[src/rtl/core/fqps_pkg.sv]
// Shared types and constants for the fair-queuing PIFO scheduler.
// No dependencies.
package fqps_pkg;

    localparam int StatusW = 3;
    localparam logic [2:0] ST_QUEUED = 3'd0;
    localparam logic [2:0] ST_BURST  = 3'd1;
    localparam logic [2:0] ST_QFULL  = 3'd2;
    localparam logic [2:0] ST_TFULL  = 3'd3;
    localparam logic [2:0] ST_DEQ    = 3'd4;
    localparam logic [2:0] ST_EMPTY  = 3'd5;

    localparam logic OP_ENQ = 1'b0;
    localparam logic OP_DEQ = 1'b1;

    localparam logic CFG_WEIGHT = 1'b0;
    localparam logic CFG_BURST  = 1'b1;

    typedef struct packed {
        logic        op;
        logic [31:0] src_addr;
        logic [31:0] dst_addr;
        logic [15:0] packet_handle;
    } in_item_t;

    typedef struct packed {
        logic [2:0]  status;
        logic [15:0] out_handle;
        logic [31:0] finish_round;
        logic [6:0]  queue_count;
    } out_item_t;

    // controller -> datapath
    typedef struct packed {
        logic load;     // capture input item
        logic lookup;   // register flow lookup and start round
        logic decide;   // compute finish round, status
        logic commit;   // update state, build result
    } dp_cmd_t;

endpackage

[src/rtl/core/fqps_ctrl.sv]
// Controller state machine for the scheduler: sequences load, lookup,
// decide and commit, and holds the result until transfer. Uses fqps_pkg.
module fqps_ctrl (
    input  logic             clk,
    input  logic             rst_n,
    input  logic             in_valid,
    output logic             in_stall,
    output logic             out_valid,
    input  logic             out_stall,
    output fqps_pkg::dp_cmd_t cmd
);
    import fqps_pkg::*;

    typedef enum logic [2:0] {S_IDLE, S_LOOK, S_DEC, S_COMMIT, S_OUT} state_t;

    state_t state_reg;
    logic   out_valid_reg;

    assign in_stall  = (state_reg != S_IDLE);
    assign out_valid = out_valid_reg;

    always_comb
    begin
        cmd.load   = (state_reg == S_IDLE) && in_valid;
        cmd.lookup = (state_reg == S_LOOK);
        cmd.decide = (state_reg == S_DEC);
        cmd.commit = (state_reg == S_COMMIT);
    end

    always_ff @(posedge clk or negedge rst_n)
    begin
        if (!rst_n)
        begin
            state_reg     <= S_IDLE;
            out_valid_reg <= 1'b0;
        end
        else
        begin
            unique case (state_reg)
                S_IDLE:   if (in_valid) state_reg <= S_LOOK;
                S_LOOK:   state_reg <= S_DEC;
                S_DEC:    state_reg <= S_COMMIT;
                S_COMMIT:
                begin
                    state_reg     <= S_OUT;
                    out_valid_reg <= 1'b1;
                end
                S_OUT:
                    if (!out_stall)
                    begin
                        out_valid_reg <= 1'b0;
                        state_reg     <= S_IDLE;
                    end
                default:  state_reg <= S_IDLE;
            endcase
        end
    end

endmodule

[config.mk]
export PLATFORM = sky130hd
export DESIGN_NAME = fqps_ctrl
export DESIGN_NICKNAME = d
export VERILOG_FILES = /design/src/rtl/core/fqps_pkg.sv /design/src/rtl/core/fqps_ctrl.sv
export SDC_FILE = /design/constraint.sdc
export NUM_CORES = 1
export LEC_CHECK = 0
export ABC_AREA = 0
export BUFFER_PORTS_ARGS = -buffer_cell sky130_fd_sc_hd__buf_4
export CAP_MARGIN = 20
export CORE_AREA = 5 5 42 44
export CTS_CLUSTER_SIZE = 16
export DETAILED_ROUTE_END_ITERATION = 10
export DIE_AREA = 0 0 47 49
export GPL_ROUTABILITY_DRIVEN = 0
export PLACE_DENSITY = 0.44
export SYNTH_ARGS = -nofsm -noshare
export SYNTH_HDL_FRONTEND = slang
export SYNTH_SLANG_ARGS = --single-unit
[constraint.sdc]
create_clock -name clk -period 1.5 [get_ports clk]
set_input_delay 0.375 -clock clk [delete_from_list [all_inputs] [get_ports clk]]
set_output_delay 0.375 -clock clk [all_outputs]
set_load 0.02 [all_outputs]
**Yosys cells after proc, flatten, opt, wreduce, memory -nomap -nowiden**

Index checks and enable logic that the tools add are counted.

- Add/sub/neg operators: 0
- Multiply operators: 0
- Divide/modulo/power cells: 0
- Magnitude comparators: 0
- Equal/unequal tests: 6
- Shift operators: 0
- Multiplexer cells: 5
- Bitwise operators: 0
- Reduce and logical (&&, ||, !) cells: 6

Operators by type and width:

| cell | number |
|---|---|
| case mux 3 bit (5 select lines) | 1 |
| == test 3 x 2 -> 1 bit, second input constant | 2 |
| two-way mux 3 bit | 2 |
| inequality test 2 bit, second input constant | 2 |
| AND reduction 2 bit | 2 |
| == test 3 x 1 -> 1 bit, second input constant | 1 |
| == test 3 bit, second input constant | 1 |
| zero test 3 bit | 1 |
| nonzero test 3 bit | 1 |
| case mux 1 bit (2 select lines) | 1 |
| nonzero test 2 bit | 1 |
| logical AND 1 bit | 1 |
| two-way mux 1 bit | 1 |

- Register bits: 4
- Latch bits: 0
- Bits in writable memories: 0
- Memory bits (read-only): 0
- Input bits: 4
- Output and inout port bits: 6
- Word-level logic and storage cells: 19
- Memories: 0

**Depth between registers and ports, before layout**

Gate-level depths: netlist (run 1).

- Depth after elaboration: 3
- Depth in mapped cells: 3
- Gate-level depth less buffers: 2

**Worst setup path before layout (run 1)**

OpenSTA, ideal clock, no wires.

- Kind: register to output
- From: register state_reg[1]
- To: output port cmd[3] (netlist bit)
- Arrival time: 1.100 ns
- Path slack: 0.025 ns
- Stages on the path, launching flop included: 4
- Path buffers: 1
- Path through: dfrtp_1 > buf_6 > or3_4 > nor2_2

RTL lines:

| element | line | RTL |
|---|---|---|
| start, declared | fqps_ctrl.sv:16 | `state_t state_reg;` |
| start signal, assigned | fqps_ctrl.sv:34 | `state_reg <= S_IDLE;` |
| start signal, assigned | fqps_ctrl.sv:40 | `S_IDLE: if (in_valid) state_reg <= S_LOOK;` |
| start signal, assigned | fqps_ctrl.sv:41 | `S_LOOK: state_reg <= S_DEC;` |
| end, declared | fqps_ctrl.sv:10 | `output fqps_pkg::dp_cmd_t cmd` |

==> flow_metrics.env, run 1 <==
export IMPL_drive_above_1_share=0.605
export IMPL_initial_core_util=0.153
export IMPL_grt_pass1_vias=251
export IMPL_leakage_nw=0.187
export IMPL_syn_avg_cell_area_sq_um=10.2
export IMPL_violations="setup timing"
export IMPL_final_max_slew_viol_count=0
export IMPL_core_sq_um=1400
export IMPL_clock_sinks=4
export IMPL_numCtsBuffers=3
export IMPL_cts_max_level=1
export IMPL_synth_top_cell_by_area="dfrtp_1"
export IMPL_finalCritPeriodShare=1.06
export IMPL_worst_pin_slew_ns=0.194
export IMPL_finalPower_mw=1.00
export IMPL_worst_path_max_fanout=2
export IMPL_vias=218
export IMPL_drtIter0Drc=0
export IMPL_fin_crit_ns=1.59
export IMPL_critPathArrivalTime_ns=1.22
export IMPL_synthCells=21
export IMPL_io_pins=10
export IMPL_seq_area_frac_synth=0.468
export IMPL_rsz0062_at_grt="yes"
export IMPL_clkTransAtPathRegs_ns=0.04
export IMPL_dieArea_sq_um=2300
export IMPL_nets=44
export IMPL_grt_ovfl_total=0
export IMPL_fmax_mhz=628
export IMPL_post_route_util=0.280
export IMPL_status="finished, violations left"
export IMPL_syn_area_sq_um=214
export IMPL_nFillCells=160
export IMPL_setup_ws_ns=-0.0912
export IMPL_ys_seq_elements=4
export IMPL_wl_per_cell_um=11.6
export IMPL_yosysUniqueCellTypes=14
export IMPL_critPathKind="reg2out"
export IMPL_cts_tree="built"
export IMPL_antenna_found_initial=0
export IMPL_die_y_um=49
export IMPL_hpwl_um=398
export IMPL_final_common_cell="buf_4"
export IMPL_layout_cells_non_filler=54
export IMPL_via_per_inst=4.04
export IMPL_io_buffer_count=9
export IMPL_synth_nets=25
export IMPL_final_cell_mix="buf_4 (11), dfrtp_1 (4), buf_6 (4), nor2_1 (3), clkbuf_4 (3)"
export IMPL_grt_util_all_layers=0.0692
export IMPL_yosysWarnings=0
export IMPL_area_growth_pct=83.6
export IMPL_n_antenna_cell=0
export IMPL_finClkSkew_ns=0.00181
export IMPL_hold_path_class="in2reg"
export IMPL_grt_pass1_wl_um=1080
export IMPL_place_inst=47
export IMPL_largest_reg_flops=3
export IMPL_power_density_nw_per_um2=2560
export IMPL_peakVddDrop_uv=699
export IMPL_drt_wl_total_um=626
export IMPL_finalSetupViolations=5
export IMPL_grt_max_degree=9
export IMPL_dieWidth_um=47
export IMPL_required_ns=1.12
export IMPL_rows=14
export IMPL_drc=0
export IMPL_drv_cap=0
export IMPL_cts_root_buf="clkbuf_4"
export IMPL_synth_top_area_frac=0.468
export IMPL_synth_area_leaders="dfrtp_1 (47%), nor3b_1 (7.0%), buf_6 (5.3%)"
export IMPL_clockBufferDepth=2
export IMPL_hold_viol=0
export IMPL_maxSlewHeadroom=0.870
export IMPL_cp_end_kind="output pin"
export IMPL_startpoint_type="flop"
export IMPL_clk_latency_ns=0.24
export IMPL_ant_nets=0
export IMPL_drtPass1Iterations=1
==> where the power goes <==
part,internal (mW),switching [mW],total (mW)
combinational,0.347,0.324,0.672
sequential,0.163,0.0332,0.196
clock,0.0897,0.0467,0.136
==> stage by stage <==
step | worst slack, ns | hold WS [ns] | cell area [sq um] | TNS, ns
2_1_floorplan | 0.0247 | 0.0794 | 214 | 0
3_3_place_gp | 0.173 | 0.172 | 308 | 0
3_5_place_dp | 0.151 | 0.176 | 308 | 0
4_1_cts | -0.0987 | 0.375 | 367 | -0.171
5_1_grt | -0.136 | 0.390 | 393 | -0.549
6_report | -0.0912 | 0.384 | 393 | -0.334
==> cells in the mapped netlist <==
| cell | number |
|---|---|
| or3_4 | 1 |
| buf_6 | 1 |
| and3b_2 | 1 |
| nor3_1 | 1 |
| inv_1 | 1 |
| nor2_1 | 3 |
| buf_2 | 1 |
| xnor2_1 | 1 |
| a21oi_1 | 2 |
| o31ai_1 | 1 |
| dfrtp_1 | 4 |
| nor3b_1 | 2 |
| a31o_1 | 1 |
| nor2_2 | 1 |
==> timing repair <==
action / in CTS / in global routing
gates resized for setup: 6 / 1
pin swaps: 1 / 0
buffers inserted: 0 / 3
endpoints found under the setup margin: 5 / 5
endpoints found under the hold margin: 4 / 0
hold buffers: 1 / 0
gates cloned: 0 / 0
==> kinds of logic after synthesis <==
family,synth area share
XOR/XNOR,0.0409
AND/OR/NAND/NOR,0.275
buffers and inverters,0.0935
flip-flops,0.468
AO/OA/AOI/OAI,0.123
==> routing by layer <==
metal	vias up	wire, um	share of wire	global-route usage
met5	-	0	0	0
met2	10	305	0.49	0.0995
li1	105	-	-	-
met1	103	237	0.38	0.0643
met4	0	0	0	0.0276
met3	0	84	0.13	0.0701
==> final cells by class <==
cell class / instances / area [sq um] / area share
timing repair buffer: 16 / 138 / 0.350
multi-input combinational: 14 / 109 / 0.277
sequential: 4 / 100 / 0.255
clock buffer: 3 / 22.5 / 0.0573
tap: 16 / 20.0 / 0.0510
inverter: 1 / 3.75 / 0.00955
==> worst paths after layout <==
path | startpoint | to | slack, ns | cells after the start
worst min-delay path | out_stall | state_reg[2]$_DFFE_PN0P_ | 0.38 | 2
worst max-delay path | state_reg[0]$_DFFE_PN0P_ | cmd[3] | -0.09 | 3
min in group asynchronous | rst_n | state_reg[0]$_DFFE_PN0P_ | 0.46 | 2
worst min register to register | out_valid$_DFFE_PN0P_ | out_valid$_DFFE_PN0P_ | 0.55 | 2
max in group asynchronous | rst_n | state_reg[1]$_DFFE_PN0P_ | 0.93 | 2
worst max register to register | state_reg[1]$_DFFE_PN0P_ | state_reg[2]$_DFFE_PN0P_ | 0.26 | 5
==> critical path, cell delays in order, from the launching register on <==
cell and delay (ns):
dfrtp_1 0.37, or3_4 0.40, nor2_4 0.09, buf_6 0.11
No activity file was read; power rests on OpenSTA's default activity.
==> inputs of run 2 (changes only) <==
--- a/config.mk
+++ b/config.mk
@@ -8,12 +8,14 @@
 export ABC_AREA = 0
 export BUFFER_PORTS_ARGS = -buffer_cell sky130_fd_sc_hd__buf_4
 export CAP_MARGIN = 20
+export CELL_PAD_IN_SITES_DETAIL_PLACEMENT = 0
+export CELL_PAD_IN_SITES_GLOBAL_PLACEMENT = 1
 export CORE_AREA = 5 5 42 44
 export CTS_CLUSTER_SIZE = 16
 export DETAILED_ROUTE_END_ITERATION = 10
 export DIE_AREA = 0 0 47 49
 export GPL_ROUTABILITY_DRIVEN = 0
-export PLACE_DENSITY = 0.44
+export PLACE_DENSITY = 0.53
 export SYNTH_ARGS = -nofsm -noshare
 export SYNTH_HDL_FRONTEND = slang
 export SYNTH_SLANG_ARGS = --single-unit
==> run 2 against run 1 <==
The run still ends with setup timing left. Die area unchanged. Setup slack improved by 0.013 ns. Wire length decreased by 12%. Critical path type unchanged.
==> flow_metrics.env, run 2 (synthesis gave the netlist of run 1 again) <==
export IMPL_final_cell_mix="buf_4 (8), buf_6 (5), dfrtp_1 (4), nor2_1 (3), clkbuf_4 (3)"
export IMPL_grt_max_degree=9
export IMPL_rsz0062_at_grt="yes"
export IMPL_final_common_cell="buf_4"
export IMPL_n_antenna_cell=0
export IMPL_drtPass1Iterations=4
export IMPL_ant_nets=0
export IMPL_worst_pin_slew_ns=0.223
export IMPL_core_sq_um=1400
export IMPL_io_pins=10
export IMPL_largest_reg_flops=3
export IMPL_grt_util_all_layers=0.0629
export IMPL_leakage_nw=0.179
export IMPL_drt_wl_total_um=548
export IMPL_finalCritPeriodShare=1.05
export IMPL_finClkSkew_ns=0.00267
export IMPL_required_ns=1.12
export IMPL_path_cells="or3_4 > nor2_4 > buf_6"
export IMPL_finalSetupViolations=2
export IMPL_via_per_inst=4.00
export IMPL_wl_per_cell_um=10.5
export IMPL_grt_pass1_wl_um=1000
export IMPL_pre_cts_ws_ns=0.150
export IMPL_peakVddDrop_uv=949
export IMPL_hp_start="out_stall"
export IMPL_dieWidth_um=47
export IMPL_startpoint_type="flop"
export IMPL_critPathKind="reg2out"
export IMPL_cpPeakStageDelay_ns=0.40
export IMPL_setup_ws_ns=-0.0785
export IMPL_drive_above_1_share=0.583
export IMPL_numCtsBuffers=3
export IMPL_hold_worst_slack_ns=0.397
export IMPL_hold_viol=0
export IMPL_cp_num_buf_inv=1
export IMPL_cp_end_kind="output pin"
export IMPL_clkTransAtPathRegs_ns=0.04
export IMPL_post_route_util=0.277
export IMPL_nets=42
export IMPL_violations="setup timing"
export IMPL_cts_tree="built"
export IMPL_clock_sinks=4
export IMPL_grt_ovfl_total=0
export IMPL_area_growth_pct=81.3
export IMPL_maxSlewHeadroom=0.850
export IMPL_worst_path_max_fanout=2
export IMPL_nFillCells=157
export IMPL_initial_core_util=0.153
export IMPL_power_density_nw_per_um2=2550
export IMPL_die_y_um=49
export IMPL_cts_max_level=1
export IMPL_finalSetupTns_ns=-0.124
export IMPL_critPathArrivalTime_ns=1.20
export IMPL_io_buffer_count=9
export IMPL_drv_cap=0
export IMPL_reg2reg_from="state_reg[0]$_DFFE_PN0P_"
export IMPL_antenna_found_initial=0
export IMPL_drc=0
export IMPL_critical_path_top_delay_family="simple AND/OR/NAND/NOR gates"
export IMPL_clockBufferDepth=2
export IMPL_cts_root_buf="clkbuf_4"
export IMPL_final_max_slew_viol_count=0
export IMPL_hold_path_class="in2reg"
export IMPL_vias=208
export IMPL_fmax_mhz=634
export IMPL_cp_startpoint="state_reg[1]$_DFFE_PN0P_"
export IMPL_dieArea_sq_um=2300
export IMPL_rows=14
export IMPL_drtIter0Drc=7
export IMPL_hpwl_um=406
export IMPL_clk_latency_ns=0.23
export IMPL_grt_pass1_vias=235
export IMPL_status="finished, violations left"
export IMPL_fin_crit_ns=1.58
export IMPL_slowest_stage="or3_4"
-- run 2: cell count changes in the layout (fill, tap and decap cells not counted) --
cell     before  now
buf_6         4    5
buf_4        11    8
nor3b_4       0    1
nor3b_2       2    1
-- run 2: worst paths after layout --
| path | cells after the start | end | slack, ns |
|---|---|---|---|
| max | 3 | cmd[3] | -0.08 |
| min | 2 | state_reg[2]$_DFFE_PN0P_ | 0.40 |
| max reg2reg | 4 | state_reg[2]$_DFFE_PN0P_ | 0.32 |
| min reg2reg | 2 | out_valid$_DFFE_PN0P_ | 0.57 |
| max in group asynchronous | 2 | state_reg[2]$_DFFE_PN0P_ | 0.92 |
| min in group asynchronous | 2 | out_valid$_DFFE_PN0P_ | 0.48 |
-- run 2: repair_timing --
item / CTS / global route
pin swaps: 2 / 1
buffers inserted: 0 / 1
hold endpoints to repair: 4 / 0
hold buffers: 1 / 0
endpoints found under the setup margin: 5 / 5
cloned: 0 / 0
resized for setup: 7 / 2
-- run 2: power breakdown --
group          internal, mW  switching [mW]
combinational         0.338           0.318
clock                0.0895          0.0435
sequential            0.163          0.0361
-- run 2: through the flow --
stage	total power, mW	area, sq um	instances
2_1_floorplan	0.545	214	21
3_3_place_gp	0.718	308	47
3_5_place_dp	0.738	308	47
4_1_cts	0.949	370	51
5_1_grt	1.06	388	52
6_report	0.987	388	52
-- run 2: worst reg2reg max path: cells and delay by family, from the launching register on --
family                 cells  cell delay (ns)
flip-flops                 1             0.39
buffers and inverters      2             0.27
AND/OR/NAND/NOR            1             0.22
AO/OA/AOI/OAI              1             0.17
-- run 2: layout make-up --
type / count / area, sq um / area share
Timing Repair Buffer: 14 / 126 / 0.326
Multi-Input combinational cell: 14 / 115 / 0.297
Sequential cell: 4 / 100 / 0.258
Clock buffer: 3 / 22.5 / 0.0581
Tap cell: 16 / 20.0 / 0.0516
Inverter: 1 / 3.75 / 0.00968
-- run 2: routing by layer --
metal  vias to the layer above  GRT usage  part of all wire
met4                         0     0.0553             0.013
met1                        94     0.0800              0.42
li1                        102          -                 -
met5                         -          0                 0
met2                        10     0.0769              0.43
met3                         2     0.0258              0.13
==> inputs of run 3 (changes only) <==
--- a/config.mk
+++ b/config.mk
@@ -16,6 +16,8 @@
 export DIE_AREA = 0 0 47 49
 export GPL_ROUTABILITY_DRIVEN = 0
 export PLACE_DENSITY = 0.53
+export RECOVER_POWER = 100
+export SKIP_LAST_GASP = 1
 export SYNTH_ARGS = -nofsm -noshare
 export SYNTH_HDL_FRONTEND = slang
 export SYNTH_SLANG_ARGS = --single-unit
==> run 3 against run 2 <==
Die area is the same. Design area shrank 2.3%. Utilization shrank 0.62 points. Critical path type unchanged. Critical path depth did not move. Clock skew about the same. Sequential power about the same. Clock power is essentially flat. Setup slack is essentially flat. Sequential cell count is the same. The flow still finishes with violations (setup timing).
==> flow_metrics.env, run 3 (synthesis gave the netlist of run 1 again) <==
export IMPL_status="finished, violations left"
export IMPL_violations="setup timing"
export IMPL_core_sq_um=1400
export IMPL_drtPass1Iterations=4
export IMPL_grt_max_degree=9
export IMPL_die_y_um=49
export IMPL_worst_path_max_fanout=2
export IMPL_finClkSkew_ns=0.00285
export IMPL_rsz0062_at_grt="yes"
export IMPL_sw_frac_of_total=0.407
export IMPL_drive_above_1_share=0.500
export IMPL_clock_sinks=4
export IMPL_maxSlewHeadroom=0.834
export IMPL_setup_ws_ns=-0.0783
export IMPL_clock_power_share=0.136
export IMPL_wl_per_cell_um=10.5
export IMPL_final_max_slew_viol_count=0
export IMPL_ant_nets=0
export IMPL_final_cell_mix="buf_4 (6), buf_6 (5), dfrtp_1 (4), nor2_1 (3), clkbuf_4 (3)"
export IMPL_final_common_cell="buf_4"
export IMPL_nFillCells=157
export IMPL_dieArea_sq_um=2300
export IMPL_seqCellArea_sq_um=100
export IMPL_fin_crit_ns=1.58
export IMPL_cp_end_kind="output pin"
export IMPL_critPathArrivalTime_ns=1.20
export IMPL_cts_root_buf="clkbuf_4"
export IMPL_drv_cap=0
export IMPL_nets=42
export IMPL_leakage_nw=0.173
export IMPL_dieWidth_um=47
export IMPL_hp_start="out_stall"
export IMPL_intPower_uw=577
export IMPL_multi_input_area_sq_um=114
export IMPL_grt_pass1_vias=235
export IMPL_io_buffer_count=9
export IMPL_clockBufferDepth=2
export IMPL_drc=0
export IMPL_cts_max_level=1
export IMPL_power_density_nw_per_um2=2570
export IMPL_finalCritPeriodShare=1.05
export IMPL_via_per_inst=3.98
export IMPL_antenna_found_initial=0
export IMPL_hold_viol=0
export IMPL_rows=14
export IMPL_required_ns=1.12
export IMPL_io_pins=10
export IMPL_p_comb_frac=0.660
export IMPL_p_sw_uw=396
export IMPL_drt_wl_total_um=546
export IMPL_pwr_share_seq=0.204
export IMPL_peakVddDrop_uv=891
export IMPL_fmax_mhz=634
export IMPL_largest_reg_flops=3
export IMPL_cts_tree="built"
export IMPL_grt_util_all_layers=0.0629
export IMPL_critPathKind="reg2out"
export IMPL_n_antenna_cell=0
export IMPL_vias=207
export IMPL_initial_core_util=0.153
export IMPL_startpoint_type="flop"
export IMPL_pre_cts_ws_ns=0.150
export IMPL_hpwl_um=406
export IMPL_hold_path_class="in2reg"
export IMPL_grt_pass1_wl_um=1000
export IMPL_reg2reg_from="state_reg[0]$_DFFE_PN0P_"
export IMPL_finalSetupViolations=3
export IMPL_worst_pin_slew_ns=0.249
export IMPL_clkTransAtPathRegs_ns=0.04
export IMPL_drtIter0Drc=7
export IMPL_numCtsBuffers=3
export IMPL_clk_latency_ns=0.23
export IMPL_cp_startpoint="state_reg[1]$_DFFE_PN0P_"
export IMPL_post_route_util=0.271
export IMPL_area_growth_pct=77.2
export IMPL_grt_ovfl_total=0
run 3: path summary, 6_finish.rpt:
kind	end	slack, ns	cells after the start
worst max-delay path	cmd[3]	-0.08	3
worst min-delay path	state_reg[2]$_DFFE_PN0P_	0.40	2
worst max register to register	state_reg[2]$_DFFE_PN0P_	0.34	4
worst min register to register	out_valid$_DFFE_PN0P_	0.57	2
max in group asynchronous	state_reg[2]$_DFFE_PN0P_	0.79	2
min in group asynchronous	out_valid$_DFFE_PN0P_	0.51	2
run 3: metrics by stage:
stage	instances	hold WS, ns	instance area (sq um)	power (mW)	setup TNS (ns)
after floorplan	21	0.0794	214	0.545	0
after global placement	47	0.171	308	0.718	0
after detailed placement	47	0.175	308	0.738	0
after CTS	51	0.388	370	0.949	-0.153
after global routing	52	0.403	379	1.05	-0.346
final	52	0.398	379	0.974	-0.130
run 3: final cells by class:
type / count / share of cell area
Clock buffer: 3 / 0.0594
Sequential cell: 4 / 0.264
Inverter: 1 / 0.00990
Tap cell: 16 / 0.0528
Timing Repair Buffer: 14 / 0.314
Multi-Input combinational cell: 14 / 0.300
run 3: routing by layer:
| metal | vias up | GRT usage | part of all wire |
|---|---|---|---|
| li1 | 102 | - | - |
| met1 | 93 | 0.0800 | 0.42 |
| met2 | 10 | 0.0769 | 0.43 |
| met3 | 2 | 0.0258 | 0.14 |
| met4 | 0 | 0.0553 | 0.013 |
| met5 | - | 0 | 0 |
run 3: timing repair:
| item | 4_1_cts | 5_1_grt |
|---|---|---|
| setup endpoints to repair | 5 | 5 |
| hold buffers | 1 | 0 |
| pin swaps | 2 | 1 |
| hold endpoints to repair | 4 | 0 |
| buffers inserted | 0 | 1 |
| resized for setup | 7 | 2 |
run 3: power groups by stage:
stage	clock (mW)	sequential [mW]	combinational (mW)
3_3_place_gp	0	0.192	0.526
5_1_grt	0.143	0.207	0.697
4_1_cts	0.141	0.198	0.610
3_5_place_dp	0	0.195	0.542
2_1_floorplan	0	0.212	0.333
6_report	0.133	0.199	0.642
run 3: critical path: stages (launching register included):
cell and delay, ns:
dfrtp_1 0.37, or3_4 0.40, nor2_4 0.09, buf_6 0.11
